==> src/piecewise_linear_interpolator_assert.svh <==
// Assertion macros for the piecewise linear interpolator.
// Included by the RTL files that check their own logic; no other dependencies.
`ifndef PIECEWISE_LINEAR_INTERPOLATOR_ASSERT_SVH
`define PIECEWISE_LINEAR_INTERPOLATOR_ASSERT_SVH
`ifndef SYNTHESIS
// same-cycle implication
`define PLI_ASSERT_SAME(lbl, clk, rst, ante, cons) \
   lbl: assert property (@(posedge clk) disable iff (rst) (ante) |-> (cons)) \
      else $error("pli: assertion failed");
// next-cycle implication
`define PLI_ASSERT_NEXT(lbl, clk, rst, ante, cons) \
   lbl: assert property (@(posedge clk) disable iff (rst) (ante) |=> (cons)) \
      else $error("pli: assertion failed");
`else
`define PLI_ASSERT_SAME(lbl, clk, rst, ante, cons)
`define PLI_ASSERT_NEXT(lbl, clk, rst, ante, cons)
`endif
`endif

==> src/pli_pkg.sv <==
// Package for the piecewise linear interpolator: widths, codes and types.
// No dependencies.
package pli_pkg;

   localparam int unsigned MAX_POINTS_DEF = 16;
   localparam int unsigned VAL_W          = 16;
   localparam int unsigned IDX_W          = 4;
   localparam int unsigned PTS_W          = 5;
   localparam int unsigned STAT_W         = 3;
   localparam int unsigned REQ_DATA_W     = 56;
   localparam int unsigned RSP_DATA_W     = 16;
   localparam int unsigned PROD_W         = 34;
   localparam int unsigned DIV_CNT_W      = 6;
   localparam int unsigned WIDE_IDX_W     = 9;

   localparam logic CMD_WRITE = 1'b0;
   localparam logic CMD_EVAL  = 1'b1;

   localparam logic [PTS_W-1:0] PTS_RESET = 5'd2;

   typedef enum logic [STAT_W-1:0] {
      ST_INSIDE = 3'd0,
      ST_BELOW  = 3'd1,
      ST_ABOVE  = 3'd2,
      ST_NONE   = 3'd3,
      ST_FLAT   = 3'd4
   } status_type;

   typedef enum logic [2:0] {
      S_IDLE,
      S_WALK,
      S_DECIDE,
      S_MUL,
      S_PREP,
      S_DIV,
      S_SUM,
      S_FINISH
   } state_type;

   // one calibration point, pressure in the low half
   typedef struct packed {
      logic signed [VAL_W-1:0] hgt;
      logic signed [VAL_W-1:0] pres;
   } point_type;

endpackage

==> src/piecewise_linear_interpolator.sv <==
// Piecewise linear interpolator: calibration table, segment walk, multiply and
// restoring divider under one sequencer. Depends on pli_pkg and the assert header.
//
// Usage:
//  - req channel: tuser is the command (write entry / evaluate). A write word
//    stores one table point and yields no response word.
//  - An evaluate word walks the table one entry per cycle through the single
//    read port over the points in use (clamped to 2..MAX_POINTS), then picks the
//    inside, first or last segment, multiplies once and runs a 34-step
//    restoring divider, one quotient bit per cycle.
//  - A zero-width segment, or a query to which no segment applies, skips the
//    multiply and the divider.
//  - req_tready is high only while idle; one word is in work at a time.
//  - The rsp word sits in an output register; a new word can be accepted while
//    it waits. If the receiver still stalls when the next result is done, the
//    sequencer holds that result until the register frees up.
//  - csr port sets the number of points in use; always ready, write it only
//    while the block is idle.
//  - Reset: synchronous, active high. Clears the sequencer and the response
//    valid, sets points in use to 2. Table contents are undefined until written.
`include "piecewise_linear_interpolator_assert.svh"

module piecewise_linear_interpolator
   import pli_pkg::*;
#(
   parameter int unsigned MAX_POINTS = MAX_POINTS_DEF
) (
   input  logic                  clock,
   input  logic                  reset,
   // request channel
   input  logic                  req_tvalid,
   output logic                  req_tready,
   // tdata: entry_index[3:0], entry_pressure[19:4], entry_height[35:20],
   //        query_pressure[51:36], zero pad [55:52]
   input  logic [REQ_DATA_W-1:0] req_tdata,
   // tuser: cmd[0]
   input  logic                  req_tuser,
   // response channel
   output logic                  rsp_tvalid,
   input  logic                  rsp_tready,
   // tdata: height[15:0]
   output logic [RSP_DATA_W-1:0] rsp_tdata,
   // tuser: status[2:0]
   output logic [STAT_W-1:0]     rsp_tuser,
   // configuration write channel
   input  logic                  csr_valid,
   output logic                  csr_ready,
   input  logic [PTS_W-1:0]      csr_data
);

   localparam int unsigned IW = $clog2(MAX_POINTS);
   localparam int unsigned CW = $clog2(MAX_POINTS + 1);

   // request fields
   logic [IDX_W-1:0]        req_idx;
   logic signed [VAL_W-1:0] req_entry_p;
   logic signed [VAL_W-1:0] req_entry_h;
   logic signed [VAL_W-1:0] req_query;

   assign req_idx     = req_tdata[3:0];
   assign req_entry_p = req_tdata[19:4];
   assign req_entry_h = req_tdata[35:20];
   assign req_query   = req_tdata[51:36];

   // control registers
   state_type             state_ff, state_in;
   logic [PTS_W-1:0]      pts_ff, pts_in;
   logic                  rsp_valid_ff, rsp_valid_in;

   // datapath registers
   logic [CW-1:0]           cnt_ff, cnt_in;
   logic signed [VAL_W-1:0] q_ff, q_in;
   point_type               prev_ff, prev_in;
   point_type               first0_ff, first0_in, first1_ff, first1_in;
   point_type               last0_ff, last0_in, last1_ff, last1_in;
   point_type               seg0_ff, seg0_in, seg1_ff, seg1_in;
   logic                    found_ff, found_in;
   logic signed [VAL_W:0]   dq_ff, dq_in, dy_ff, dy_in, dx_ff, dx_in;
   logic signed [VAL_W-1:0] base_ff, base_in;
   logic signed [PROD_W-1:0] prod_ff, prod_in;
   logic [PROD_W-1:0]       dvd_ff, dvd_in;
   logic [VAL_W:0]          dvs_ff, dvs_in;
   logic [VAL_W:0]          rem_ff, rem_in;
   logic                    neg_ff, neg_in;
   logic [DIV_CNT_W-1:0]    div_cnt_ff, div_cnt_in;
   logic signed [VAL_W-1:0] res_h_ff, res_h_in;
   status_type              res_st_ff, res_st_in;
   logic [VAL_W-1:0]        rsp_height_ff, rsp_height_in;
   status_type              rsp_status_ff, rsp_status_in;

   // table memory
   point_type               tbl_mem_ff [MAX_POINTS];
   point_type               rd_ff;
   logic                    mem_we;
   logic [IW-1:0]           mem_waddr;
   logic                    rd_en;
   logic [IW-1:0]           rd_addr;

   // points in use, clamped to 2..MAX_POINTS
   logic [WIDE_IDX_W-1:0]   pts_wide;
   logic [WIDE_IDX_W-1:0]   n_wide;
   logic [CW-1:0]           n_used;
   logic [WIDE_IDX_W-1:0]   widx_wide;

   assign pts_wide  = WIDE_IDX_W'(pts_ff);
   assign widx_wide = WIDE_IDX_W'(req_idx);

   always_comb begin
      priority if (pts_wide < WIDE_IDX_W'(2)) begin
         n_wide = WIDE_IDX_W'(2);
      end else if (pts_wide > WIDE_IDX_W'(MAX_POINTS)) begin
         n_wide = WIDE_IDX_W'(MAX_POINTS);
      end else begin
         n_wide = pts_wide;
      end
   end

   assign n_used = n_wide[CW-1:0];

   // port drives
   assign req_tready = (state_ff == S_IDLE);
   assign csr_ready  = 1'b1;
   assign rsp_tvalid = rsp_valid_ff;
   assign rsp_tdata  = rsp_height_ff;
   assign rsp_tuser  = rsp_status_ff;

   // sequencer: next state and datapath next values
   always_comb begin
      point_type               a0;
      point_type               a1;
      status_type              st;
      logic signed [VAL_W-1:0] refx;
      logic signed [VAL_W-1:0] base;
      logic [VAL_W+1:0]        rem_sh;
      logic [VAL_W+1:0]        rem_diff;
      logic                    qbit;
      logic signed [PROD_W:0]  quo_s;
      logic signed [PROD_W+1:0] sum;

      a0       = first0_ff;
      a1       = first1_ff;
      st       = ST_NONE;
      refx     = '0;
      base     = '0;
      rem_sh   = '0;
      rem_diff = '0;
      qbit     = 1'b0;
      quo_s    = '0;
      sum      = '0;

      state_in      = state_ff;
      pts_in        = pts_ff;
      rsp_valid_in  = rsp_valid_ff && !rsp_tready;
      cnt_in        = cnt_ff;
      q_in          = q_ff;
      prev_in       = prev_ff;
      first0_in     = first0_ff;
      first1_in     = first1_ff;
      last0_in      = last0_ff;
      last1_in      = last1_ff;
      seg0_in       = seg0_ff;
      seg1_in       = seg1_ff;
      found_in      = found_ff;
      dq_in         = dq_ff;
      dy_in         = dy_ff;
      dx_in         = dx_ff;
      base_in       = base_ff;
      prod_in       = prod_ff;
      dvd_in        = dvd_ff;
      dvs_in        = dvs_ff;
      rem_in        = rem_ff;
      neg_in        = neg_ff;
      div_cnt_in    = div_cnt_ff;
      res_h_in      = res_h_ff;
      res_st_in     = res_st_ff;
      rsp_height_in = rsp_height_ff;
      rsp_status_in = rsp_status_ff;
      mem_we        = 1'b0;
      mem_waddr     = widx_wide[IW-1:0];
      rd_en         = 1'b0;
      rd_addr       = cnt_ff[IW-1:0];

      // register write
      if (csr_valid && csr_ready) begin
         pts_in = csr_data;
      end

      unique case (state_ff)
         S_IDLE: begin
            if (req_tvalid) begin
               if (req_tuser == CMD_WRITE) begin
                  mem_we = (widx_wide < WIDE_IDX_W'(MAX_POINTS));
               end else begin
                  q_in     = req_query;
                  cnt_in   = '0;
                  found_in = 1'b0;
                  state_in = S_WALK;
               end
            end
         end

         // one table entry per cycle; the read data is registered and trails the address
         S_WALK: begin
            rd_en  = (cnt_ff < n_used);
            cnt_in = cnt_ff + CW'(1);
            if (cnt_ff != '0) begin
               if (cnt_ff == CW'(1)) begin
                  first0_in = rd_ff;
               end
               if (cnt_ff == CW'(2)) begin
                  first1_in = rd_ff;
               end
               if ((cnt_ff >= CW'(2)) && !found_ff &&
                   (q_ff >= prev_ff.pres) && (q_ff <= rd_ff.pres)) begin
                  found_in = 1'b1;
                  seg0_in  = prev_ff;
                  seg1_in  = rd_ff;
               end
               prev_in = rd_ff;
               if (cnt_ff == n_used) begin
                  last0_in = prev_ff;
                  last1_in = rd_ff;
                  state_in = S_DECIDE;
               end
            end
         end

         // pick the segment, handle flat and empty cases
         S_DECIDE: begin
            priority if (found_ff) begin
               a0 = seg0_ff;
               a1 = seg1_ff;
               st = ST_INSIDE;
            end else if (q_ff < first0_ff.pres) begin
               a0 = first0_ff;
               a1 = first1_ff;
               st = ST_BELOW;
            end else if (q_ff > last1_ff.pres) begin
               a0 = last0_ff;
               a1 = last1_ff;
               st = ST_ABOVE;
            end else begin
               st = ST_NONE;
            end
            if (st == ST_ABOVE) begin
               base = a1.hgt;
               refx = a1.pres;
            end else begin
               base = a0.hgt;
               refx = a0.pres;
            end
            priority if (st == ST_NONE) begin
               res_h_in  = '0;
               res_st_in = ST_NONE;
               state_in  = S_FINISH;
            end else if (a0.pres == a1.pres) begin
               res_h_in  = base;
               res_st_in = ST_FLAT;
               state_in  = S_FINISH;
            end else begin
               dq_in     = {q_ff[VAL_W-1], q_ff} - {refx[VAL_W-1], refx};
               dy_in     = {a1.hgt[VAL_W-1], a1.hgt} - {a0.hgt[VAL_W-1], a0.hgt};
               dx_in     = {a1.pres[VAL_W-1], a1.pres} - {a0.pres[VAL_W-1], a0.pres};
               base_in   = base;
               res_st_in = st;
               state_in  = S_MUL;
            end
         end

         S_MUL: begin
            prod_in  = dq_ff * dy_ff;
            state_in = S_PREP;
         end

         // magnitudes and quotient sign for the divider
         S_PREP: begin
            dvd_in     = prod_ff[PROD_W-1] ? PROD_W'(-prod_ff) : PROD_W'(prod_ff);
            dvs_in     = dx_ff[VAL_W] ? (VAL_W+1)'(-dx_ff) : (VAL_W+1)'(dx_ff);
            neg_in     = prod_ff[PROD_W-1] ^ dx_ff[VAL_W];
            rem_in     = '0;
            div_cnt_in = DIV_CNT_W'(PROD_W - 1);
            state_in   = S_DIV;
         end

         // restoring divide, one quotient bit per cycle
         S_DIV: begin
            rem_sh = {rem_ff, dvd_ff[PROD_W-1]};
            if (rem_sh >= {1'b0, dvs_ff}) begin
               rem_diff = rem_sh - {1'b0, dvs_ff};
               rem_in   = rem_diff[VAL_W:0];
               qbit     = 1'b1;
            end else begin
               rem_in = rem_sh[VAL_W:0];
            end
            dvd_in     = {dvd_ff[PROD_W-2:0], qbit};
            div_cnt_in = div_cnt_ff - DIV_CNT_W'(1);
            if (div_cnt_ff == '0) begin
               state_in = S_SUM;
            end
         end

         // signed quotient plus base, saturated
         S_SUM: begin
            quo_s = neg_ff ? -$signed({1'b0, dvd_ff}) : $signed({1'b0, dvd_ff});
            sum   = (PROD_W+2)'(base_ff) + (PROD_W+2)'(quo_s);
            priority if (sum > (PROD_W+2)'(32767)) begin
               res_h_in = 16'sh7FFF;
            end else if (sum < -(PROD_W+2)'(32768)) begin
               res_h_in = 16'sh8000;
            end else begin
               res_h_in = sum[VAL_W-1:0];
            end
            state_in = S_FINISH;
         end

         // wait for the output register to free up
         S_FINISH: begin
            if (!rsp_valid_ff || rsp_tready) begin
               rsp_valid_in  = 1'b1;
               rsp_height_in = res_h_ff;
               rsp_status_in = res_st_ff;
               state_in      = S_IDLE;
            end
         end

         default: begin
            state_in = S_IDLE;
         end
      endcase
   end

   // control state
   always_ff @(posedge clock) begin
      if (reset) begin
         state_ff     <= S_IDLE;
         pts_ff       <= PTS_RESET;
         rsp_valid_ff <= 1'b0;
      end else begin
         state_ff     <= state_in;
         pts_ff       <= pts_in;
         rsp_valid_ff <= rsp_valid_in;
      end
   end

   // payload
   always_ff @(posedge clock) begin
      cnt_ff        <= cnt_in;
      q_ff          <= q_in;
      prev_ff       <= prev_in;
      first0_ff     <= first0_in;
      first1_ff     <= first1_in;
      last0_ff      <= last0_in;
      last1_ff      <= last1_in;
      seg0_ff       <= seg0_in;
      seg1_ff       <= seg1_in;
      found_ff      <= found_in;
      dq_ff         <= dq_in;
      dy_ff         <= dy_in;
      dx_ff         <= dx_in;
      base_ff       <= base_in;
      prod_ff       <= prod_in;
      dvd_ff        <= dvd_in;
      dvs_ff        <= dvs_in;
      rem_ff        <= rem_in;
      neg_ff        <= neg_in;
      div_cnt_ff    <= div_cnt_in;
      res_h_ff      <= res_h_in;
      res_st_ff     <= res_st_in;
      rsp_height_ff <= rsp_height_in;
      rsp_status_ff <= rsp_status_in;
   end

   // table: one write port, one registered read port
   always_ff @(posedge clock) begin
      if (mem_we) begin
         tbl_mem_ff[mem_waddr] <= '{hgt: req_entry_h, pres: req_entry_p};
      end
      if (rd_en) begin
         rd_ff <= tbl_mem_ff[rd_addr];
      end
   end

   // checks
   `PLI_ASSERT_NEXT(a_eval_starts_walk, clock, reset, req_tvalid && req_tready && (req_tuser == CMD_EVAL), (state_ff == S_WALK) && (cnt_ff == '0))
   `PLI_ASSERT_SAME(a_walk_bound, clock, reset, state_ff == S_WALK, cnt_ff <= n_used)
   `PLI_ASSERT_SAME(a_rem_below_divisor, clock, reset, state_ff == S_DIV, (rem_ff < dvs_ff) && (dvs_ff != '0))
   `PLI_ASSERT_NEXT(a_div_ends, clock, reset, (state_ff == S_DIV) && (div_cnt_ff == '0), state_ff == S_SUM)
   `PLI_ASSERT_SAME(a_none_is_zero, clock, reset, rsp_valid_ff && (rsp_status_ff == ST_NONE), rsp_height_ff == '0)

endmodule
==> config.mk <==
export PLATFORM = sky130hd
export DESIGN_NAME = piecewise_linear_interpolator
export DESIGN_NICKNAME = d
export VERILOG_FILES = /design/src/pli_pkg.sv /design/src/piecewise_linear_interpolator.sv
export VERILOG_INCLUDE_DIRS = /design/src /design/src/src
export SDC_FILE = /design/constraint.sdc
export NUM_CORES = 2
export LEC_CHECK = 0
export BUFFER_PORTS_ARGS = -buffer_cell sky130_fd_sc_hd__buf_2
export CORE_ASPECT_RATIO = 1.2
export CORE_MARGIN = 2
export CORE_UTILIZATION = 40
export CTS_CLUSTER_SIZE = 12
export DETAILED_ROUTE_END_ITERATION = 12
export GPL_TIMING_DRIVEN = 0
export PLACE_DENSITY_LB_ADDON = 0.08
export SLEW_MARGIN = 10
export SYNTH_ARGS = -nofsm -noshare
export SYNTH_HDL_FRONTEND = slang
export SYNTH_SLANG_ARGS = --single-unit
export TNS_END_PERCENT = 30
==> constraint.sdc <==
create_clock -name clock -period 19.6 [get_ports clock]
set_clock_uncertainty 0.15 [all_clocks]
set_input_delay 1.96 -clock clock [delete_from_list [all_inputs] [get_ports clock]]
set_output_delay 1.96 -clock clock [all_outputs]
set_load 0.005 [all_outputs]
### Word-level counts from Yosys, hierarchy flattened

Memories as Yosys holds them, arrays and structs flattened. A register that Yosys moved wholly into a read port is not among the register bits.
Cells that the tools add are included.
Widths: inputs -> output; s select.

| word-level totals | value |
|---|---|
| bits in registers | 469 |
| bits in writable memories | 512 |
| input bits | 67 |
| output and inout bits | 22 |
| word-level logic and storage cells | 165 |
| memories kept | 1 |

Memories:

| name | words | width | rd ports | clocked after memory_dff | write ports | RTL line | text |
|---|---|---|---|---|---|---|---|
| tbl_mem_ff | 16 | 32 | 1 | 1 | 1 | piecewise_linear_interpolator.sv:92 | `point_type tbl_mem_ff [MAX_POINTS];` |

| operators by class | value |
|---|---|
| $add $sub $neg | 10 |
| multiply operators | 1 |
| magnitude comparators | 12 |
| equality and inequality tests | 21 |
| mux-type cells | 56 |
| bitwise logic cells | 3 |
| reduce and logical (&&, ||, !) cells | 26 |

Operator list:

| kind | number |
|---|---|
| $mux 32 | 8 |
| $mux 16 | 8 |
| $pmux 34 s2 | 1 |
| $sub 16x16->17 | 3 |
| $add 16x35->36 | 1 |
| $gt 36x16->1 const B | 1 |
| $lt 36x16->1 const B | 1 |
| $mux 35 | 1 |
| $neg 34->35 | 1 |
| $mul 17x17->34 | 1 |
| $mux 34 | 1 |
| $neg 34->34 | 1 |
| $pmux 17 s2 | 1 |
| $pmux 16 s2 | 1 |
| $mux 3 | 10 |
| $pmux 3 s8 | 1 |
| $reduce_and 3->1 | 7 |
| $mux 5 | 4 |
| $ge 18x17->1 | 1 |
| $mux 17 | 1 |
| $neg 17->17 | 1 |
| $sub 17x17->17 | 1 |
| $eq 16x16->1 | 1 |
| $ge 16x16->1 | 1 |
| other kinds (36) | 71 |

### Logic depth before layout (Yosys ltp)

| logic depth | value |
|---|---|
| word-level depth | 10 |
| gate-level depth with buffers | 29 |

### Worst setup path before layout

Ideal clock, no wire load.

| path | value |
|---|---|
| path kind | flip-flop to flip-flop |
| start point | reg q_ff[1] |
| end point | reg base_ff[0] (enable) |
| arrival | 8.315 ns |
| setup slack | 10.560 ns |
| cell stages (with the launch flop) | 22 |
| buffers on the path | 2 |
| cells stage by stage | edfxtp_1 > ha_1 > nor2b_1 > o21a_1 > o21a_1 > o21ai_0 > nand2b_1 > a31oi_1 > mux2i_1 > a211o_1 > clkbuf_1 > buf_1 > nor2_1 > a21oi_1 > o21ai_0 > ha_1 > inv_1 > nor3_1 > nand3_1 > nor4_1 > or2_2 > nor3_1 |

| between the ends | value |
|---|---|
| longest elaborated chain between the ends | 8 |

Ends and longest elaborated chain:

| element | RTL line | text |
|---|---|---|
| start, declared | piecewise_linear_interpolator.sv:72 | `logic signed [VAL_W-1:0] q_ff, q_in;` |
| start signal, assigned | piecewise_linear_interpolator.sv:348 | `q_ff <= q_in;` |
| $gt 16x16->1 | piecewise_linear_interpolator.sv:238 | `end else if (q_ff > last1_ff.pres) begin` |
| $mux 32 or $mux 1 (tied branches) | piecewise_linear_interpolator.sv:238 |  |
| $mux 32 or $mux 2 (tied branches) | piecewise_linear_interpolator.sv:234 | `end else if (q_ff < first0_ff.pres) begin` |
| $mux 32 or $mux 2 (tied branches) | piecewise_linear_interpolator.sv:230 | `priority if (found_ff) begin` |
| $mux 32 or $mux 3 (tied branches) | piecewise_linear_interpolator.sv:188 | `unique case (state_ff)` |
| $eq 16x16->1 or $eq 3x2->1 (tied branches) | piecewise_linear_interpolator.sv:256, piecewise_linear_interpolator.sv:252 |  |
| $not 1->1 (no line) | - |  |
| $reduce_and 3->1 (no line) * | - |  |
| end signal, assigned | piecewise_linear_interpolator.sv:360 | `base_ff <= base_in;` |
| end, declared | piecewise_linear_interpolator.sv:79 | `logic signed [VAL_W-1:0] base_ff, base_in;` |

Mark *: on every way between the ends. The rest lies on a longest branch, timed or not. The select of a mux whose other input is x is not followed.
A chain may end at the register's enable or synchronous reset.

### Final worst setup path

| path | value |
|---|---|
| start point | reg dy_ff[7] |
| end point | reg prod_ff[31], data pin |

| between the ends | value |
|---|---|
| longest elaborated chain between the ends | 1 |

Ends and longest elaborated chain:

| element | RTL line | text |
|---|---|---|
| start, declared | piecewise_linear_interpolator.sv:78 | `logic signed [VAL_W:0] dq_ff, dq_in, dy_ff, dy_in, dx_ff, dx_in;` |
| start signal, assigned | piecewise_linear_interpolator.sv:358 | `dy_ff <= dy_in;` |
| $mul 17x17->34 | piecewise_linear_interpolator.sv:271 | `prod_in = dq_ff * dy_ff;` |
| end signal, assigned | piecewise_linear_interpolator.sv:361 | `prod_ff <= prod_in;` |
| end, declared | piecewise_linear_interpolator.sv:80 | `logic signed [PROD_W-1:0] prod_ff, prod_in;` |

No other way between the ends.

==> reports/metrics.yaml <==
clock_network:
  clk_pin_slew_ps: 60
  cts_buffer_depth: 3
  cts_tree: "yes"
  post_cts_buffers: 0
  cts_made_buffers: 107
  hold_buffers: 0
  cts_resized: 0
  htreeDepth: 3
  clockRootBuffer: "clkbuf_16"
  insertion_delay_ps: 730
  cts_sinks: 1013
synth:
  async_flop_share: 0
  synth_top_family_by_area: "adder cells"
  synthCells: 4256
  avgSynthCellArea_um2: 13.3
  syn-num-nets: 4887
  yosysSeqAreaShare: 0.537
  synth_fa_ha_area_frac: 0.165
  synth-compound-area-share: 0.0686
  synth_edf_count: 1004
  synth_xor_area_frac: 0.0289
  synth_seq_cells: 1013
  synth_ff_type: "edfxtp_1"
  yosys.area_share.simple: 0.0870
  ys_types: 70
  netlist_area_um2: 56400
  synth_mux_area_frac: 0.0704
  yosysWarnings: 0
power:
  p_leak_nw: 24.0
  power_density_nw_per_um2: 116
  total_power_mw: 7.39
  irDropWorstVdd_mv: 0.120
finish:
  final_common_cell: "edfxtp_1"
  fin_nets: 5140
  fill_cells: 12900
  instances_no_fill: 6431
  area_growth_pct: 12.9
  fin_util: 0.453
  stdcell_area_um2: 63700
  drive_gt1_frac: 0.113
  multiInputGateArea_um2: 23900
  final-seq-area_um2: 30300
  final_cell_mix: "1004 x edfxtp_1, 495 x inv_1, 397 x nand2_1"
worst_setup_path:
  worst-path-buf-inv: 6
  r2r-end: "prod_ff[31]"
  cpLargestDelayFamily: "adder cells"
  cpPeakStageDelay_ps: 670
  crit_path_end_kind: "flop"
  reg2reg_slack_ps: 10980
  reg2reg_depth: 25
  reg2reg_from: "dy_ff[7]"
  start_kind: "flop"
  arrival_ps: 8890
  crit_required_ps: 19880
  critPathKind: "flop to flop"
  cp_max_fo: 10
  slowest_stage: "nor4b_1"
  crit_top_cell: "fa_1"
drt:
  vias_per_cell: 5.21
  wl_um: 150000
  wire_per_inst_um: 23.3
  vias: 33500
  drc: 0
  dr.pass1.iters: 5
  drt_iter0_drc: 1774
  detail-route-antenna-nets: 0
sta:
  fin_ws_ps: 10980
  period_minus_slack_ps: 8620
  rsz0062_at_grt: "no"
  hold_ws_ps: 268
  fin_tns_setup_ps: 0
  relSlewSlack: 0.217
  drv_slew: 0
  worstMarginPinSlew_ps: 1170
  final-hold-violation-count: 0
  setup_violations: 0
  max_freq_mhz: 116
  period_share: 0.440
floorplanning:
  start_util: 0.402
  dieWidth_um: 347
  rows: 151
  dieHeight_um: 415
  die-area_um2: 144000
  ioPinCount: 89
  core-area_um2: 141000
hold_path:
  hold_start: "res_h_ff[1]"
  hold_path.class: "flop to flop"
  holdPathStages: 0
  hold_path_end: "rsp_tdata[1]"
place:
  dp_slack_ps: 10890
  dpl_cell_area_um2: 60400
  dp_cells: 6236
  portBuffers: 81
  place.detailed.hpwl_um: 114000
  gp_congestion: 0.864
global_routing:
  grt_pass1_vias: 35900
  overflow: 0
  grt_use_total: 0.210
  antenna_found_initial: 6
  grt_max_degree: 35
  grt_pass1_wl_um: 225000
outcome:
  outcome: "finished clean"
run:
  max_cap_violations: 0
how the worst max path moves through the flow:
stage | from | to | cells past startpoint
after floorplan | q_ff[1] | base_ff[0] | 21
after global placement | q_ff[15] | dq_ff[15] | 18
after detailed placement | dy_ff[7] | prod_ff[33] | 25
after CTS | dy_ff[7] | prod_ff[33] | 25
after global routing | dy_ff[8] | prod_ff[33] | 26
final | dy_ff[7] | prod_ff[31] | 25
cells by family after synthesis:
group                      Yosys count
AOI/OAI and AO/OA                  627
xor gates and xnor gates           186
adders and majority gates          564
buffers and inverters              637
DFF                               1013
muxes                              195
other                                1
and+or+nand+nor                   1033
layer usage:
layer / GRT usage / share of wire / vias to the layer above
met5: 0 / 0.00032 / -
met4: 0.0640 / 0.027 / 8
met3: 0.0227 / 0.032 / 191
met2: 0.396 / 0.54 / 565
met1: 0.250 / 0.40 / 17100
li1: - / - / 15700
worst reg2reg max path: stages (launching register included):
cell and delay, ps:
edfxtp_1 580, clkbuf_1 660, nand2_1 180, fa_1 580, inv_1 60, fa_1 520
inv_1 60, fa_1 550, inv_1 70, fa_1 470, fa_1 540, inv_1 50
fa_1 520, inv_1 40, ha_1 370, nand4_1 170, nor4b_1 680, o2111ai_1 310
nand4_1 230, nand3_1 110, nand4_1 220, a21oi_1 100, o21ai_0 400, a21o_1 180
a21oi_1 70, xnor2_1 450
final cells by class:
| type | count | area share |
|---|---|---|
| clock buffers | 144 | 0.0455 |
| clock inverters | 48 | 0.00724 |
| diodes | 3 | 0.000118 |
| plain buffers | 142 | 0.00862 |
| inverters | 495 | 0.0292 |
| repair buffers | 144 | 0.0226 |
| multi-input cells | 2606 | 0.375 |
| well taps | 1836 | 0.0360 |
| flip-flops and latches | 1013 | 0.476 |
flip-flops by register name, indices dropped and copies added, names as in the netlist, 32 cells and up:
| register | flops |
|---|---|
| prod_ff | 34 |
| dvd_ff | 34 |
| first0_ff | 32 |
| last1_ff | 32 |
| first1_ff | 32 |
| rd_ff | 32 |
| last0_ff | 32 |
| seg0_ff | 32 |
| seg1_ff | 32 |
| prev_ff | 32 |
| tbl_mem_ff | 512 |
power breakdown:
part | leakage (nW) | switching, mW | internal (mW)
Clock | 1.62 | 0.870 | 1.10
Combinational | 13.2 | 1.67 | 1.13
Sequential | 9.18 | 0.0371 | 2.57
Total | 24.0 | 2.58 | 4.81
cell usage after synthesis (all sizes together) (119+ instances only):
master	n	area share
a21oi	203	0.018
and2	134	0.015
clkbuf	119	0.0079
edfxtp	1004	0.53
fa	301	0.11
ha	263	0.058
inv	495	0.033
mux4	160	0.064
nand2	397	0.026
nor2	211	0.014
o21ai	163	0.014
xnor2	126	0.020
No activity file was read; power rests on OpenSTA's default activity.
